<file path="config.mk">
export PLATFORM = sky130hd
export DESIGN_NAME = lpht_hash
export DESIGN_NICKNAME = d
export VERILOG_FILES = /design/src/rtl/lpht_pkg.sv /design/src/rtl/lpht_hash.sv
export SDC_FILE = /design/constraint.sdc
export NUM_CORES = 2
export LEC_CHECK = 0
export BUFFER_PORTS_ARGS = -buffer_cell sky130_fd_sc_hd__buf_2
export CAP_MARGIN = 10
export CORE_ASPECT_RATIO = 1.75
export CORE_UTILIZATION = 38
export CTS_BUF_LIST = sky130_fd_sc_hd__clkbuf_16
export DETAILED_ROUTE_END_ITERATION = 16
export PLACE_DENSITY = 0.54
export SYNTH_ARGS = -nofsm -noshare
export SYNTH_HDL_FRONTEND = slang
export SYNTH_SLANG_ARGS = --single-unit
</file>
<file path="constraint.sdc">
create_clock -name clk_i -period 17.7 [get_ports clk_i]
set_input_delay 3.54 -clock clk_i [delete_from_list [all_inputs] [get_ports clk_i]]
set_output_delay 3.54 -clock clk_i [all_outputs]
set_load 0.1 [all_outputs]
</file>
<file path="src/rtl/lpht_pkg.sv">
// Shared types and constants of the linear probing hash table.
`default_nettype none

package lpht_pkg;

  localparam int KEY_W     = 64;
  localparam int WORD_W    = 64;
  localparam int SLOT_W    = 10;
  localparam int CNT_W     = 11;
  localparam int LIMIT_W   = 11;
  localparam int STATUS_W  = 3;
  localparam int CFG_IDX_W = 4;

  typedef enum logic [1:0] {
    OP_INSERT = 2'd0,
    OP_LOOKUP = 2'd1,
    OP_DELETE = 2'd2
  } opcode_e;

  localparam logic [STATUS_W-1:0] ST_NEW     = 3'd0;
  localparam logic [STATUS_W-1:0] ST_FOUND   = 3'd1;
  localparam logic [STATUS_W-1:0] ST_MISS    = 3'd2;
  localparam logic [STATUS_W-1:0] ST_FULL    = 3'd3;
  localparam logic [STATUS_W-1:0] ST_INVALID = 3'd4;

  localparam logic [CFG_IDX_W-1:0] REG_TOMB_KEY    = 4'd0;
  localparam logic [CFG_IDX_W-1:0] REG_PROBE_LIMIT = 4'd1;

  localparam logic [KEY_W-1:0]   TOMB_KEY_RESET    = 64'd8;
  localparam logic [LIMIT_W-1:0] PROBE_LIMIT_RESET = 11'd1024;

  // Multipliers of the three mixing rounds.
  localparam logic [31:0] MIX_C0 = 32'd2654435761;
  localparam logic [31:0] MIX_C1 = 32'h85ebca6b;
  localparam logic [31:0] MIX_C2 = 32'hc2b2ae35;

endpackage

`default_nettype wire

</file>
<file path="src/rtl/lpht_hash.sv">
// Iterative key hash: three multiply and xor-shift rounds, then reduction to a home slot.
`default_nettype none

module lpht_hash import lpht_pkg::*; #(
  parameter int CAPACITY = 1024
) (
  input  wire logic                         clk_i,
  input  wire logic                         rst_ni,
  input  wire logic                         start_i,
  input  wire logic [KEY_W-1:0]             key_i,
  output logic                              done_o,
  output logic [$clog2(CAPACITY)-1:0]       home_o
);

  localparam int IW = $clog2(CAPACITY);
  localparam bit POW2 = (CAPACITY & (CAPACITY - 1)) == 0;
  localparam logic [IW:0] CAP_R = (IW + 1)'(CAPACITY);

  typedef enum logic [4:0] {
    H_IDLE = 5'b00001,
    H_MUL  = 5'b00010,
    H_MIX  = 5'b00100,
    H_MOD  = 5'b01000,
    H_DONE = 5'b10000
  } hstate_e;

  hstate_e           state_q, state_d;
  logic [1:0]        round_q, round_d;
  logic [2:0]        dig_q, dig_d;
  logic [63:0]       h_q, h_d;
  logic [63:0]       plo_q, plo_d;
  logic [31:0]       phi_q, phi_d;
  logic [IW-1:0]     r_q, r_d;
  logic [IW-1:0]     home_q, home_d;

  logic [31:0]       mul_c;
  logic [63:0]       mul_lo, mul_hi, prod, mixed;
  logic [IW:0]       r_t;

  always_comb begin
    case (round_q)
      2'd0:    mul_c = MIX_C0;
      2'd1:    mul_c = MIX_C1;
      default: mul_c = MIX_C2;
    endcase
  end

  // The 64-bit product modulo 2^64 is split into two 32 by 32 partial products.
  assign mul_lo = {32'b0, h_q[31:0]} * {32'b0, mul_c};
  assign mul_hi = {32'b0, h_q[63:32]} * {32'b0, mul_c};
  assign prod   = plo_q + {phi_q, 32'b0};
  assign mixed  = (round_q == 2'd1) ? (prod ^ (prod >> 13)) : (prod ^ (prod >> 16));

  // Eight bits of the dividend a cycle, one compare and subtract per bit.
  always_comb begin
    r_t = {1'b0, r_q};
    for (int j = 0; j < 8; j++) begin
      r_t = {r_t[IW-1:0], h_q[63-j]};
      if (r_t >= CAP_R) begin
        r_t = r_t - CAP_R;
      end
    end
  end

  always_comb begin
    state_d = state_q;
    round_d = round_q;
    dig_d   = dig_q;
    h_d     = h_q;
    plo_d   = plo_q;
    phi_d   = phi_q;
    r_d     = r_q;
    home_d  = home_q;
    case (state_q)
      H_IDLE: begin
        if (start_i) begin
          h_d     = {3'b0, key_i[63:3]};
          round_d = 2'd0;
          state_d = H_MUL;
        end
      end
      H_MUL: begin
        plo_d   = mul_lo;
        phi_d   = mul_hi[31:0];
        state_d = H_MIX;
      end
      H_MIX: begin
        h_d = mixed;
        if (round_q == 2'd2) begin
          if (POW2) begin
            home_d  = mixed[IW-1:0];
            state_d = H_DONE;
          end else begin
            r_d     = '0;
            dig_d   = '0;
            state_d = H_MOD;
          end
        end else begin
          round_d = round_q + 2'd1;
          state_d = H_MUL;
        end
      end
      H_MOD: begin
        r_d   = r_t[IW-1:0];
        h_d   = h_q << 8;
        dig_d = dig_q + 3'd1;
        if (dig_q == 3'd7) begin
          home_d  = r_t[IW-1:0];
          state_d = H_DONE;
        end
      end
      H_DONE: begin
        state_d = H_IDLE;
      end
      default: begin
        state_d = H_IDLE;
      end
    endcase
  end

  always_ff @(posedge clk_i or negedge rst_ni) begin
    if (!rst_ni) begin
      state_q <= H_IDLE;
      round_q <= '0;
      dig_q   <= '0;
    end else begin
      state_q <= state_d;
      round_q <= round_d;
      dig_q   <= dig_d;
    end
  end

  always_ff @(posedge clk_i) begin
    h_q    <= h_d;
    plo_q  <= plo_d;
    phi_q  <= phi_d;
    r_q    <= r_d;
    home_q <= home_d;
  end

  assign done_o = (state_q == H_DONE);
  assign home_o = home_q;

endmodule

`default_nettype wire

</file>
==> results.md <==
* Deepest clock path buffer count at 2
* Total grt overflow at 0
* Row count at 177
* Minimum clock period at 11,100 ps
* Die Width at between 200 and 300 um
* Layout cell share with drive strength beyond 1 at 0.0369
* Final max-slew violation count at 0
* TritonCTS clock tree: built
* First-pass GRT wire length at 270,000 um
* Ys async rst share at 0.0341
* Max_cap viols at 0
* Post-Syn Area per Cell at approximately 10 um2
* Adder-Cell Fraction of Synth Area at 0.583
* FF-to-FF End: plo_q[57]
* Synthesized area at 51,100 um2
* CP endpoint kind: flop
* Die area at 136,000 um2
* YS warnings at 0
* Period utilisation layout at 0.627
* Routed Antenna Nets at 0
* Io pins at 78
* # clock sinks at 176
* Routability cong. at ~1.0
* Routed len/inst at 26.7 um
* Largest family of logic cells by synthesized area: adder cells
* # DRC at 0
* Critical path destination: plo_q[57]
* Class of the worst hold path: reg2reg
* Slowest CP cell: fa_1
* Die Ht at between 400 and 500 um
* Vias in the first global route at 39,900
* Xor and xnor area share after synthesis at 0.0553
* Setup Skew at 14.2 ps
* Clock Latency Late Sink at 490 ps
* H-tree levels at 4
* Net count after synthesis at approximately 6,900
* Slew @ Worst Pin at 1190 ps
* Largest net degree at the start of global routing at 91
* Setup repair bufs after CTS at 0
* Routed WL at roughly 190,000 um
* Crit path required time at 17,960 ps
* Final setup fails at 0
* Vias per cell at approximately 5
* Setup TNS Final at 0 ps
* Synth Area in Simple Gates at 0.0705
* Crit-path max FO at 24
* Clock-pin slew of the registers on the worst-case setup and hold paths at about 70 ps
* R2r setup slk at 6600 ps
* PortBufs at 74
* Antenna violations before repair at 2
* Via Count at 35,400
* Clk Tree Root Cell: clkbuf_16
* Core area at 133,000 um2
* Worst Path Arrival at 11,360 ps
* Most common cell in the netlist: inv_1
* Effective utilization at floorplan at 0.384
* Post-synth top area share at 0.457
* Yosys top cell by area: fa_1
* Slew headroom at 0.204
* Max Freq at 90.1 MHz
* Yosys reg bits at approximately 180
* Seq/Total Area, Yosys at 0.103
* Mapped Cells at 5,121
* FF-to-FF path depth at 30
* Reg2reg start: round_q[0]
* Yosys cell types at 77
* CP Launch Type: flop
* Mux cell area share after synthesis at 0.00768
* Nets@finish at 6,906
* Drt first pass iters at 5
* CTS buffer count at 17
* Final hold vios at 0
* Status: completed
* Hpwl dp at 166,000 um
* Commonest cells in the netlist: 1,433 x inv_1, 1,168 x fa_1, 511 x ha_1
* Layout area overhead at 6.23%
* Synth Area in Compound Gates at 0.0685
* Hold-fix buffers at CTS at 0
* CTS resizes at 0
* Main synth FF type: edfxtp_1
* Crit Path Category: reg2reg
* Largest cells by area after synthesis: fa_1 46%, ha_1 13%, inv_1 11%, edfxtp_1 10%, xnor2_1 4.1%
* Number of synthesized flops with an enable pin at 170
* RSZ-0062 raised after global routing: no
* Setup crit start: round_q[0]
* Initial drt markers at 2,277
* Slowest stage delay, CP at 790 ps
* GRT Util Overall at 0.281
worst min path at each step:
stage,start,end,slack [ps],cells past startpoint
2_1_floorplan,state_q[2],state_q[2],470,1
5_1_grt,state_q[2],state_q[2],560,1
3_5_place_dp,state_q[2],state_q[2],520,1
3_3_place_gp,state_q[2],state_q[2],500,1
6_report,state_q[2],state_q[2],520,1
4_1_cts,state_q[2],state_q[2],530,1
through the flow:
step / worst slack, ps / hold WS, ps / util / instances / area (um2)
4_1_cts: 6690 / 528 / 0.407 / 6963 / 54300
6_report: 6600 / 525 / 0.408 / 6964 / 54300
3_3_place_gp: 6800 / 500 / 0.403 / 6931 / 53800
5_1_grt: 6270 / 557 / 0.408 / 6964 / 54300
2_1_floorplan: 6520 / 468 / - / 5121 / 51100
3_5_place_dp: 6720 / 518 / 0.403 / 6931 / 53800
placed cells by master (no fill, tap or decap), types with 100 or more instances in the layout:
cell and instances:
inv_1 1437, fa_1 1168, ha_1 507, nand2_1 430
xnor2_1 239, nor2_1 172, edfxtp_1 170, o21ai_0 139
a21oi_1 133, a21o_1 100
final cells by class:
class                   count  area (um2)
fillers                 13400       79000
multi-input cells        3409       40200
inverters                1436        5390
flip-flops and latches    176        5260
well taps                1790        2240
repair buffers            120         716
clock buffers              19         475
clock inverters            13        76.3
diodes                      1        2.50
kinds of logic after synthesis:
logic type | Yosys count
flops | 176
mux | 39
xor+xnor | 323
compound gates | 544
simple gates | 822
buf+inv | 1536
fa+ha+maj | 1681
worst max-delay path: cells and delay by family (launching register included):
family | cells | cell delay (ps)
flops | 1 | 430
compound gates | 5 | 1700
fa+ha+maj | 10 | 4980
simple gates | 5 | 1660
buf+inv | 10 | 1980
sequential cells by signal, summed over array words and instances (netlist names):
| register | count |
|---|---|
| plo_q | 64 |
| round_q | 2 |
| state_q | 4 |
| home_o | 10 |
| phi_q | 32 |
| h_q | 64 |
per-layer routing:
metal | wire [um] | vias to the layer above | GRT usage | share of wire
met5 | 0 | - | 0 | 0
met4 | 17300 | 0 | 0.220 | 0.093
met3 | 6510 | 438 | 0.0188 | 0.035
met2 | 95100 | 1085 | 0.502 | 0.51
met1 | 66700 | 18300 | 0.310 | 0.36
li1 | - | 15600 | - | -
Power is left out: the tool's default activity adds up to more than one toggle a clock period on the data nets, which glitch-free logic cannot reach.
